===== config.mk =====
export PLATFORM = sky130hd
export DESIGN_NAME = multi_mode_task_dispatcher_core_flat
export DESIGN_NICKNAME = d
export VERILOG_FILES = /design/src/rtl/mmtd_pkg.sv /design/src/rtl/mmtd_ifs.sv /design/src/rtl/multi_mode_task_dispatcher_core.sv /design/src/flat_wrapper.sv
export SDC_FILE = /design/constraint.sdc
export NUM_CORES = 1
export LEC_CHECK = 0
export BUFFER_PORTS_ARGS = -buffer_cell sky130_fd_sc_hd__clkbuf_2
export CORE_MARGIN = 10
export CORE_UTILIZATION = 30
export DETAILED_ROUTE_END_ITERATION = 16
export PLACE_DENSITY = 0.49
export SETUP_SLACK_MARGIN = 0.02
export SLEW_MARGIN = 0
export SYNTH_ARGS = -nofsm -noshare
export SYNTH_HDL_FRONTEND = slang
export SYNTH_SLANG_ARGS = --single-unit

===== constraint.sdc =====
create_clock -name i_clk -period 6.13 [get_ports i_clk]
set_input_delay 1.226 -clock i_clk [delete_from_list [all_inputs] [get_ports i_clk]]
set_output_delay 1.226 -clock i_clk [all_outputs]
set_load 0.01 [all_outputs]

===== src/rtl/mmtd_pkg.sv =====
// Package for the multi-mode task dispatcher: sizes, codes, table entry
// and result types. No dependencies.
`timescale 1ns / 1ps
`default_nettype none

package mmtd_pkg;

    // Table size and time width
    localparam int MAX_TASKS = 16;
    localparam int TIME_BITS = 16;
    localparam int IDX_W     = (MAX_TASKS > 1) ? $clog2(MAX_TASKS) : 1;
    localparam int CNT_W     = $clog2(MAX_TASKS + 1);

    // Field widths of the request and response channels
    localparam int OP_W    = 2;
    localparam int DUR_W   = 16;
    localparam int PRI_W   = 3;
    localparam int TIDX_W  = 4;
    localparam int GRANT_W = 16;
    localparam int STAT_W  = 2;

    // Configuration registers
    localparam int MODE_W  = 2;
    localparam int QNT_W   = 16;
    localparam int APB_AW  = 3;
    localparam int APB_DW  = 32;
    localparam int REG_W   = APB_AW - 2;
    localparam logic [REG_W-1:0] REG_MODE    = REG_W'(0);
    localparam logic [REG_W-1:0] REG_QUANTUM = REG_W'(1);
    localparam logic [QNT_W-1:0] QUANTUM_RST = QNT_W'(10);

    // Width for comparing quantum against remaining time
    localparam int CMP_W = (TIME_BITS > QNT_W) ? TIME_BITS : QNT_W;

    typedef logic [TIME_BITS-1:0] t_time;
    typedef logic [IDX_W-1:0]     t_slot;
    typedef logic [CNT_W-1:0]     t_cnt;

    typedef enum logic [OP_W-1:0] {
        OP_LOAD     = 2'd0,
        OP_DISPATCH = 2'd1,
        OP_CLEAR    = 2'd2
    } t_op;

    typedef enum logic [MODE_W-1:0] {
        MODE_RR   = 2'd0,
        MODE_PRIO = 2'd1,
        MODE_FIFO = 2'd2
    } t_mode;

    typedef enum logic [STAT_W-1:0] {
        ST_OK    = 2'd0,
        ST_FULL  = 2'd1,
        ST_EMPTY = 2'd2
    } t_status;

    typedef enum logic [1:0] {
        S_IDLE,
        S_SCAN,
        S_UPDATE,
        S_RESP
    } t_state;

    // One table entry
    typedef struct packed {
        logic [PRI_W-1:0] pri;
        t_time            rem;
    } t_entry;

    // One response
    typedef struct packed {
        logic [TIDX_W-1:0]  idx;
        logic [GRANT_W-1:0] granted;
        logic               fin;
        logic               all_fin;
        t_status            status;
    } t_result;

endpackage

`default_nettype wire


===== src/rtl/mmtd_ifs.sv =====
// Valid/ready channel interfaces for the dispatcher requests and responses.
// Depends on mmtd_pkg for field widths.
`timescale 1ns / 1ps
`default_nettype none

interface mmtd_req_if;
    logic                        valid;
    logic                        ready;
    logic [mmtd_pkg::OP_W-1:0]   operation;
    logic [mmtd_pkg::DUR_W-1:0]  task_duration;
    logic [mmtd_pkg::PRI_W-1:0]  task_priority;

    modport source (output valid, operation, task_duration, task_priority, input ready);
    modport sink   (input valid, operation, task_duration, task_priority, output ready);
endinterface

interface mmtd_rsp_if;
    logic                          valid;
    logic                          ready;
    logic [mmtd_pkg::TIDX_W-1:0]   task_index;
    logic [mmtd_pkg::GRANT_W-1:0]  granted_time;
    logic                          task_finished;
    logic                          all_finished;
    logic [mmtd_pkg::STAT_W-1:0]   result_status;

    modport source (output valid, task_index, granted_time, task_finished,
                    all_finished, result_status, input ready);
    modport sink   (input valid, task_index, granted_time, task_finished,
                    all_finished, result_status, output ready);
endinterface

`default_nettype wire


===== src/rtl/multi_mode_task_dispatcher_core.sv =====
// Multi-mode task dispatcher: top level with task table memory, scan FSM
// and APB register port. Depends on mmtd_pkg and mmtd_ifs.
//
// Use: requests arrive on i_req (load task, dispatch next task, clear
// table); each request yields exactly one response on o_rsp. Mode and
// round-robin quantum are written through the APB port; the user must
// write them only while idle, the block itself does not enforce this.
// Load, clear and unknown operations go from acceptance straight to the
// response state. A dispatch scans the table through a registered-read
// memory, one entry per cycle: round robin and FIFO stop at the first
// unfinished task, priority mode reads all loaded tasks; a dispatch with
// nothing unfinished goes straight to the response state. One request is
// in work at a time; the scan over the single read port of the table sets
// the rate. The response sits in an output register, so the next request
// is taken while a response waits; a finished response holds until the
// receiver takes it, and further requests wait meanwhile.
// Reset empties the table (count and round-robin pointer to zero), sets
// mode to round robin and quantum to 10; table contents are not cleared.
`timescale 1ns / 1ps
`default_nettype none

module multi_mode_task_dispatcher_core (
    input  wire                            i_clk,
    input  wire                            i_rst_n,
    mmtd_req_if.sink                       i_req,
    mmtd_rsp_if.source                     o_rsp,
    input  wire                            psel,
    input  wire                            penable,
    input  wire                            pwrite,
    input  wire [mmtd_pkg::APB_AW-1:0]     paddr,
    input  wire [mmtd_pkg::APB_DW-1:0]     pwdata,
    output logic [mmtd_pkg::APB_DW-1:0]    prdata,
    output logic                           pready
);
    import mmtd_pkg::*;

    // Task table
    t_entry r_mem [MAX_TASKS];
    t_entry r_mem_q;
    logic   w_mem_we;
    t_slot  w_mem_wa;
    t_entry w_mem_wd;

    // Control and scan state
    t_state           r_state, n_state;
    logic [MODE_W-1:0] r_mode;
    logic [QNT_W-1:0]  r_quantum;
    t_cnt    r_task_cnt, n_task_cnt;
    t_cnt    r_open_cnt, n_open_cnt;
    t_slot   r_rr_next,  n_rr_next;
    t_slot   r_rd_addr,  n_rd_addr;
    t_cnt    r_left,     n_left;
    logic    r_q_vld,    n_q_vld;
    logic    r_q_last,   n_q_last;
    t_slot   r_q_slot,   n_q_slot;
    logic    r_best_vld, n_best_vld;
    t_slot   r_sel_slot, n_sel_slot;
    t_entry  r_sel,      n_sel;
    t_result r_res,      n_res;
    t_result r_out,      n_out;
    logic    r_out_vld,  n_out_vld;

    logic        w_req_acc;
    logic        w_wr;
    logic        w_is_prio;
    logic        w_scan_stop;
    t_time       w_dur;
    t_cnt        w_load_open;
    t_slot       w_rr_start;
    logic [CMP_W-1:0] w_qx, w_rx, w_grant;
    t_time       w_new_rem;
    logic        w_fin;
    t_cnt        w_upd_open;

    // Next slot with wrap at the loaded count
    function automatic t_slot f_wrap(input t_slot a, input t_cnt n);
        t_cnt nx;
        nx = CNT_W'(a) + CNT_W'(1);
        return (nx >= n) ? '0 : nx[IDX_W-1:0];
    endfunction

    assign w_req_acc = i_req.valid && i_req.ready;
    assign i_req.ready = (r_state == S_IDLE);
    assign w_is_prio = (r_mode == MODE_PRIO);
    assign w_dur = TIME_BITS'(i_req.task_duration);
    assign w_load_open = r_open_cnt + CNT_W'(w_dur != '0);
    assign w_rr_start = (CNT_W'(r_rr_next) < r_task_cnt) ? r_rr_next : '0;

    // Stop the scan at the first hit outside priority mode, or after the last entry in priority mode
    assign w_scan_stop = r_q_vld &&
                         ((!w_is_prio && r_mem_q.rem != '0) || (w_is_prio && r_q_last));

    // Grant: min(quantum, remaining) in round robin (a zero quantum counts as one), all remaining otherwise
    assign w_qx = (r_quantum == '0) ? CMP_W'(1) : CMP_W'(r_quantum);
    assign w_rx = CMP_W'(r_sel.rem);
    assign w_grant = (r_mode == MODE_RR && w_qx < w_rx) ? w_qx : w_rx;
    assign w_new_rem = TIME_BITS'(w_rx - w_grant);
    assign w_fin = (w_new_rem == '0);
    assign w_upd_open = r_open_cnt - CNT_W'(w_fin);

    // Table memory: one write port, one registered read port
    always_ff @(posedge i_clk) begin
        if (w_mem_we) begin
            r_mem[w_mem_wa] <= w_mem_wd;
        end
        r_mem_q <= r_mem[r_rd_addr];
    end

    // Next state
    always_comb begin
        n_state = r_state;
        unique case (r_state)
            S_IDLE: begin
                if (w_req_acc) begin
                    if (i_req.operation == OP_DISPATCH && r_open_cnt != '0) begin
                        n_state = S_SCAN;
                    end else begin
                        n_state = S_RESP;
                    end
                end
            end
            S_SCAN: begin
                if (w_scan_stop) begin
                    n_state = S_UPDATE;
                end
            end
            S_UPDATE: n_state = S_RESP;
            S_RESP: begin
                if (!r_out_vld || o_rsp.ready) begin
                    n_state = S_IDLE;
                end
            end
            default: n_state = S_IDLE;
        endcase
    end

    // Datapath and table access per state
    always_comb begin
        n_task_cnt = r_task_cnt;
        n_open_cnt = r_open_cnt;
        n_rr_next  = r_rr_next;
        n_rd_addr  = r_rd_addr;
        n_left     = r_left;
        n_q_vld    = 1'b0;
        n_q_last   = r_q_last;
        n_q_slot   = r_q_slot;
        n_best_vld = r_best_vld;
        n_sel_slot = r_sel_slot;
        n_sel      = r_sel;
        n_res      = r_res;
        n_out      = r_out;
        n_out_vld  = r_out_vld && !o_rsp.ready;
        w_mem_we   = 1'b0;
        w_mem_wa   = r_sel_slot;
        w_mem_wd   = r_sel;

        unique case (r_state)
            S_IDLE: begin
                if (w_req_acc) begin
                    n_res = '{idx: '0, granted: '0, fin: 1'b0,
                              all_fin: (r_open_cnt == '0), status: ST_OK};
                    case (i_req.operation)
                        OP_LOAD: begin
                            if (r_task_cnt == CNT_W'(MAX_TASKS)) begin
                                n_res.status = ST_FULL;
                            end else begin
                                w_mem_we    = 1'b1;
                                w_mem_wa    = r_task_cnt[IDX_W-1:0];
                                w_mem_wd    = '{pri: i_req.task_priority, rem: w_dur};
                                n_task_cnt  = r_task_cnt + CNT_W'(1);
                                n_open_cnt  = w_load_open;
                                n_res.idx   = TIDX_W'(r_task_cnt);
                                n_res.all_fin = (w_load_open == '0);
                            end
                        end
                        OP_DISPATCH: begin
                            if (r_open_cnt == '0) begin
                                n_res.status = ST_EMPTY;
                            end else begin
                                n_rd_addr  = (r_mode == MODE_RR) ? w_rr_start : '0;
                                n_left     = r_task_cnt;
                                n_best_vld = 1'b0;
                            end
                        end
                        OP_CLEAR: begin
                            n_task_cnt    = '0;
                            n_open_cnt    = '0;
                            n_rr_next     = '0;
                            n_res.all_fin = 1'b1;
                        end
                        default: ;
                    endcase
                end
            end
            S_SCAN: begin
                // Issue the next read
                if (r_left != '0) begin
                    n_q_vld   = 1'b1;
                    n_q_slot  = r_rd_addr;
                    n_q_last  = (r_left == CNT_W'(1));
                    n_rd_addr = f_wrap(r_rd_addr, r_task_cnt);
                    n_left    = r_left - CNT_W'(1);
                end
                // Judge the entry read last cycle
                if (r_q_vld && r_mem_q.rem != '0) begin
                    if (!w_is_prio) begin
                        n_sel_slot = r_q_slot;
                        n_sel      = r_mem_q;
                    end else if (!r_best_vld || r_mem_q.pri < r_sel.pri) begin
                        n_best_vld = 1'b1;
                        n_sel_slot = r_q_slot;
                        n_sel      = r_mem_q;
                    end
                end
            end
            S_UPDATE: begin
                // Write back the reduced remaining time
                w_mem_we   = 1'b1;
                w_mem_wd   = '{pri: r_sel.pri, rem: w_new_rem};
                n_open_cnt = w_upd_open;
                if (r_mode == MODE_RR) begin
                    n_rr_next = f_wrap(r_sel_slot, r_task_cnt);
                end
                n_res = '{idx: TIDX_W'(r_sel_slot), granted: GRANT_W'(w_grant),
                          fin: w_fin, all_fin: (w_upd_open == '0), status: ST_OK};
            end
            S_RESP: begin
                if (!r_out_vld || o_rsp.ready) begin
                    n_out_vld = 1'b1;
                    n_out     = r_res;
                end
            end
            default: ;
        endcase
    end

    // Control registers
    always_ff @(posedge i_clk) begin
        if (!i_rst_n) begin
            r_state    <= S_IDLE;
            r_task_cnt <= '0;
            r_open_cnt <= '0;
            r_rr_next  <= '0;
            r_left     <= '0;
            r_q_vld    <= 1'b0;
            r_best_vld <= 1'b0;
            r_out_vld  <= 1'b0;
        end else begin
            r_state    <= n_state;
            r_task_cnt <= n_task_cnt;
            r_open_cnt <= n_open_cnt;
            r_rr_next  <= n_rr_next;
            r_left     <= n_left;
            r_q_vld    <= n_q_vld;
            r_best_vld <= n_best_vld;
            r_out_vld  <= n_out_vld;
        end
    end

    // Payload registers
    always_ff @(posedge i_clk) begin
        r_rd_addr  <= n_rd_addr;
        r_q_last   <= n_q_last;
        r_q_slot   <= n_q_slot;
        r_sel_slot <= n_sel_slot;
        r_sel      <= n_sel;
        r_res      <= n_res;
        r_out      <= n_out;
    end

    // Response channel
    assign o_rsp.valid         = r_out_vld;
    assign o_rsp.task_index    = r_out.idx;
    assign o_rsp.granted_time  = r_out.granted;
    assign o_rsp.task_finished = r_out.fin;
    assign o_rsp.all_finished  = r_out.all_fin;
    assign o_rsp.result_status = r_out.status;

    // APB register port
    assign pready = 1'b1;
    assign w_wr   = psel && penable && pwrite && pready;

    always_ff @(posedge i_clk) begin
        if (!i_rst_n) begin
            r_mode    <= MODE_RR;
            r_quantum <= QUANTUM_RST;
        end else if (w_wr) begin
            unique case (paddr[APB_AW-1:2])
                REG_MODE:    r_mode    <= pwdata[MODE_W-1:0];
                REG_QUANTUM: r_quantum <= pwdata[QNT_W-1:0];
                default: ;
            endcase
        end
    end

    always_comb begin
        unique case (paddr[APB_AW-1:2])
            REG_MODE:    prdata = APB_DW'(r_mode);
            REG_QUANTUM: prdata = APB_DW'(r_quantum);
            default:     prdata = '0;
        endcase
    end

`ifndef ASSERT_OFF
    a_open_le_count: assert property (@(posedge i_clk) disable iff (!i_rst_n)
        r_open_cnt <= r_task_cnt)
        else $error("unfinished count exceeds task count");

    a_count_bound: assert property (@(posedge i_clk) disable iff (!i_rst_n)
        r_task_cnt <= CNT_W'(MAX_TASKS))
        else $error("task count beyond table size");

    a_scan_has_work: assert property (@(posedge i_clk) disable iff (!i_rst_n)
        r_state == S_SCAN |-> r_open_cnt != '0)
        else $error("scan started with no unfinished task");

    a_clear_empties: assert property (@(posedge i_clk) disable iff (!i_rst_n)
        w_req_acc && i_req.operation == OP_CLEAR |=> r_task_cnt == '0 && r_open_cnt == '0)
        else $error("clear left tasks in the table");

    a_update_hits: assert property (@(posedge i_clk) disable iff (!i_rst_n)
        r_state == S_UPDATE |-> r_sel.rem != '0)
        else $error("dispatch picked a finished task");
`endif

endmodule

`default_nettype wire


===== src/flat_wrapper.sv =====
// flat-port wrapper written by rule: the top's interface ports become plain ports
module multi_mode_task_dispatcher_core_flat import mmtd_pkg::*;
  (i_clk, i_rst_n, psel, penable, pwrite, paddr, pwdata, prdata, pready, i_req_valid, i_req_operation, i_req_task_duration, i_req_task_priority, i_req_ready, o_rsp_valid, o_rsp_task_index, o_rsp_granted_time, o_rsp_task_finished, o_rsp_all_finished, o_rsp_result_status, o_rsp_ready);
  mmtd_req_if i_req_i ();
  mmtd_rsp_if o_rsp_i ();
  input  wire i_clk;
  input  wire i_rst_n;
  input  wire psel;
  input  wire penable;
  input  wire pwrite;
  input  wire [mmtd_pkg::APB_AW-1:0] paddr;
  input  wire [mmtd_pkg::APB_DW-1:0] pwdata;
  output logic [mmtd_pkg::APB_DW-1:0] prdata;
  output logic pready;
  input wire logic [$bits(i_req_i.valid)-1:0] i_req_valid;
  input wire logic [$bits(i_req_i.operation)-1:0] i_req_operation;
  input wire logic [$bits(i_req_i.task_duration)-1:0] i_req_task_duration;
  input wire logic [$bits(i_req_i.task_priority)-1:0] i_req_task_priority;
  output wire logic [$bits(i_req_i.ready)-1:0] i_req_ready;
  output wire logic [$bits(o_rsp_i.valid)-1:0] o_rsp_valid;
  output wire logic [$bits(o_rsp_i.task_index)-1:0] o_rsp_task_index;
  output wire logic [$bits(o_rsp_i.granted_time)-1:0] o_rsp_granted_time;
  output wire logic [$bits(o_rsp_i.task_finished)-1:0] o_rsp_task_finished;
  output wire logic [$bits(o_rsp_i.all_finished)-1:0] o_rsp_all_finished;
  output wire logic [$bits(o_rsp_i.result_status)-1:0] o_rsp_result_status;
  input wire logic [$bits(o_rsp_i.ready)-1:0] o_rsp_ready;
  assign i_req_i.valid = i_req_valid;
  assign i_req_i.operation = i_req_operation;
  assign i_req_i.task_duration = i_req_task_duration;
  assign i_req_i.task_priority = i_req_task_priority;
  assign i_req_ready = i_req_i.ready;
  assign o_rsp_valid = o_rsp_i.valid;
  assign o_rsp_task_index = o_rsp_i.task_index;
  assign o_rsp_granted_time = o_rsp_i.granted_time;
  assign o_rsp_task_finished = o_rsp_i.task_finished;
  assign o_rsp_all_finished = o_rsp_i.all_finished;
  assign o_rsp_result_status = o_rsp_i.result_status;
  assign o_rsp_i.ready = o_rsp_ready;
  multi_mode_task_dispatcher_core u_core (.i_clk(i_clk), .i_rst_n(i_rst_n), .i_req(i_req_i), .o_rsp(o_rsp_i), .psel(psel), .penable(penable), .pwrite(pwrite), .paddr(paddr), .pwdata(pwdata), .prdata(prdata), .pready(pready));
endmodule

==> run summary <==
most common cell after layout, fill and taps aside: edfxtp_1
post-synthesis sequential area ratio: 0.645
Multi-input gate area: 6490 um2
Non-Filler Cell Area, Final: 23100 um2
Cell variety after synth: 74
Pint: 0.00592 W
die width: 277 um
Final Hold Viols: 0
Cell Area, Synth: 19800 um2
FF/Latch Area: 12800 um2
Max Cap Viol: 0
DP HPWL: 32.5 mm
prevailing post-synth register cell: edfxtp_1
Die Y-Extent: 277 um
Slew Viols, Final: 0
CTS tree: yes
I/O Buffers: 86
total grt overflow: 0
Net Sw Frac: 0.273
Tot GR Track Use: 0.130
Routed Antenna Nets: 0
Placed Cells: 2295
core area: 65500 um2
Area Overhead vs Synth: 16.9%
Synth Register Bits: 445
Iter 0 DRT Violations: 860
Worst setup SP type: flop
Final setup viols: 0
Clock Path Buffers: 3
DR vias: 11704
die footprint: 76600 um2
critical path data arrival time: 6200 ps
Place WS: 86.3 ps
Final min period: 5720 ps
CTS root buffer: clkbuf_16
leak pwr: 7.97 nW
initial core utilization: 0.302
final wirelength: 51.2 mm
antenna violations before repair: 1
Layout Cells excl Fill: 2383
final hold slack: 418 ps
largest net degree at the start of global routing: 82
power density of the placed cells: 352 nW/um2
NetSw: 0.00222 W
clk_lat worst skew: 590 ps
FMAX: 175 MHz
Cells after Synth: 1348
Worst Skew: 18.5 ps
Ys Warns: 0
highest-count cells in the layout ignoring fill and taps: 384 x edfxtp_1, 108 x nand2_1, 95 x mux4_2, 86 x clkbuf_2, 81 x buf_4
Tcrit/Tclk final: 0.933
vias in the first global route: 12017
status: completed
I/O pin count: 122
sequential cell fraction of total power: 0.478
Gate power share: 0.176
GP Congestion: 0.866
FILL cells: 6289
vias per cell: 4.91
Post-Place Cell Area: 21500 um2
FFs w/ async S/R, synth: 0
DR WL/cell: 21.5 um
Crit Path Category: flop to flop
Num Clock Sinks: 445
first-pass GRT wire length: 76.9 mm
Worst-Margin Slew: 1050 ps
H-tree depth: 2
number of iterations in the first detailed-routing pass: 5
EDFF count, synth: 384
share of post-route cells with drive strength above 1: 0.244
CP Capture Type: flop
DRC violations left: 0
nets@finish: 1595
setup slack after layout: 408 ps
Slew HR: 0.300
CP Data Required Time: 6600 ps
clk slew on worst S/H paths: 60 ps
cts bufs inserted: 47
Clock Power Share: 0.346
CP Max Fanout: 9
Rows: 94
Avg Cell Area, Syn: 14.7 um2
hold crit path type: flop to flop
n_diodes: 0
maximum vdd drop: 0.203 mV
==> area by class of cell <==
class                      instances  share of cell area
inverter                          55             0.00893
clock inverter                    17             0.00877
sequential                       445               0.552
timing repair buffer             168              0.0458
clock buffer                      69              0.0571
tap                              864              0.0468
multi-input combinational        765               0.281
==> power by group through the flow <==
stage | sequential, W | clock (W) | combinational, W
floorplan | 0.00391 | 0 | 0.000948
global placement | 0.00394 | 0 | 0.00144
detailed placement | 0.00395 | 0 | 0.00147
CTS | 0.00389 | 0.00291 | 0.00147
global route | 0.00391 | 0.00301 | 0.00159
finish | 0.00389 | 0.00282 | 0.00143
==> Yosys cell counts, drive strengths merged, types with 7 or more instances <==
master,n,share of area
clkbuf,68,0.013
nor2,64,0.012
nand2b,27,0.0085
inv,55,0.010
a21o,9,0.0034
a21oi,55,0.014
a21boi,16,0.0061
a31oi,14,0.0044
and2,23,0.0073
mux2i,7,0.0035
ha,50,0.032
mux4,95,0.11
o21ai,50,0.013
nor3,22,0.0056
dfxtp,61,0.062
nand3,19,0.0051
edfxtp,384,0.58
a22oi,15,0.0057
buf,30,0.010
and3,7,0.0025
nor4,16,0.0054
xnor2,16,0.0071
nand4,9,0.0028
nor2b,27,0.0085
nand2,108,0.021
a222oi,10,0.0051
==> stage by stage <==
stage	power (W)	utilization	TNS [ps]
floorplan	0.00486	-	0
global placement	0.00539	0.329	0
detailed placement	0.00542	0.329	0
CTS	0.00827	0.352	0
global route	0.00851	0.353	-7.85
finish	0.00814	0.353	0
==> cells by family (layout without fill, tap and decap cells) <==
group,count (synthesis),in the layout,share of synthesized area
mux,106,106,0.114
compound gates,222,222,0.0762
simple gates,345,345,0.0879
fa+ha+maj,53,53,0.0332
xor+xnor,22,22,0.00975
other cells,2,17,0.000380
flops,445,445,0.645
buf+inv,153,309,0.0334
==> what timing repair did <==
action                     in CTS  in global routing
setup buffers                   0                  2
setup endpoints to repair       0                  4
gates resized for setup         0                 10
hold buffers                    0                  0
==> critical path, stage by stage (launching register included) <==
cell and delay, ps:
edfxtp_1 400, inv_1 120, ha_1 260, a41oi_1 220
o21ai_0 160, a22oi_2 320, buf_4 190, and3_4 240
nor2_1 50, a21oi_1 190, ha_1 290, nand2b_1 100
nand2b_1 130, o211ai_1 120, a311oi_2 310, o21ai_1 250
a2111oi_2 340, a211oi_1 160, nor4b_4 400, and3_2 280
ha_1 190, ha_1 170, nor2b_1 210, nor2b_1 150
o21ai_0 80, a22oi_1 200, nor2b_1 60
==> metal layers <==
layer / wire (um) / global-route usage
met1: 23000 / 0.169
met2: 24700 / 0.219
met3: 2410 / 0.0241
met4: 1090 / 0.0355
met5: 12 / 0
==> flip-flops by register name (all words and copies together), names as in the netlist, 2 cells and up <==
register                    cells
u_core.r_mem                  304
u_core.r_res                   24
u_core.r_mem_q                 19
u_core.o_rsp.granted_time      16
u_core.r_quantum               16
u_core.w_rx                    16
u_core.r_left                   5
u_core.r_open_cnt               5
u_core.r_task_cnt               5
u_core.o_rsp.task_index         4
u_core.r_q_slot                 4
u_core.r_rd_addr                4
u_core.r_rr_next                4
u_core.r_sel_slot               4
u_core.r_sel                    3
u_core.o_rsp.result_status      2
u_core.r_mode                   2
u_core.r_state                  2
==> path summary, 6_finish.rpt <==
path                           startpoint  slack [ps]                                end  depth (start not counted)
max reg2reg     u_core.w_rx[11]$_DFFE_PP_         410  u_core.r_open_cnt[4]$_SDFFE_PN0P_                         26
min          u_core.r_q_slot[2]$_DFFE_PP_         420     u_core.r_sel_slot[2]$_DFFE_PP_                          0
max             u_core.w_rx[11]$_DFFE_PP_         410  u_core.r_open_cnt[4]$_SDFFE_PN0P_                         26
min reg2reg  u_core.r_q_slot[2]$_DFFE_PP_         420     u_core.r_sel_slot[2]$_DFFE_PP_                          0
Note: power is estimated with default switching activity, not from simulation.
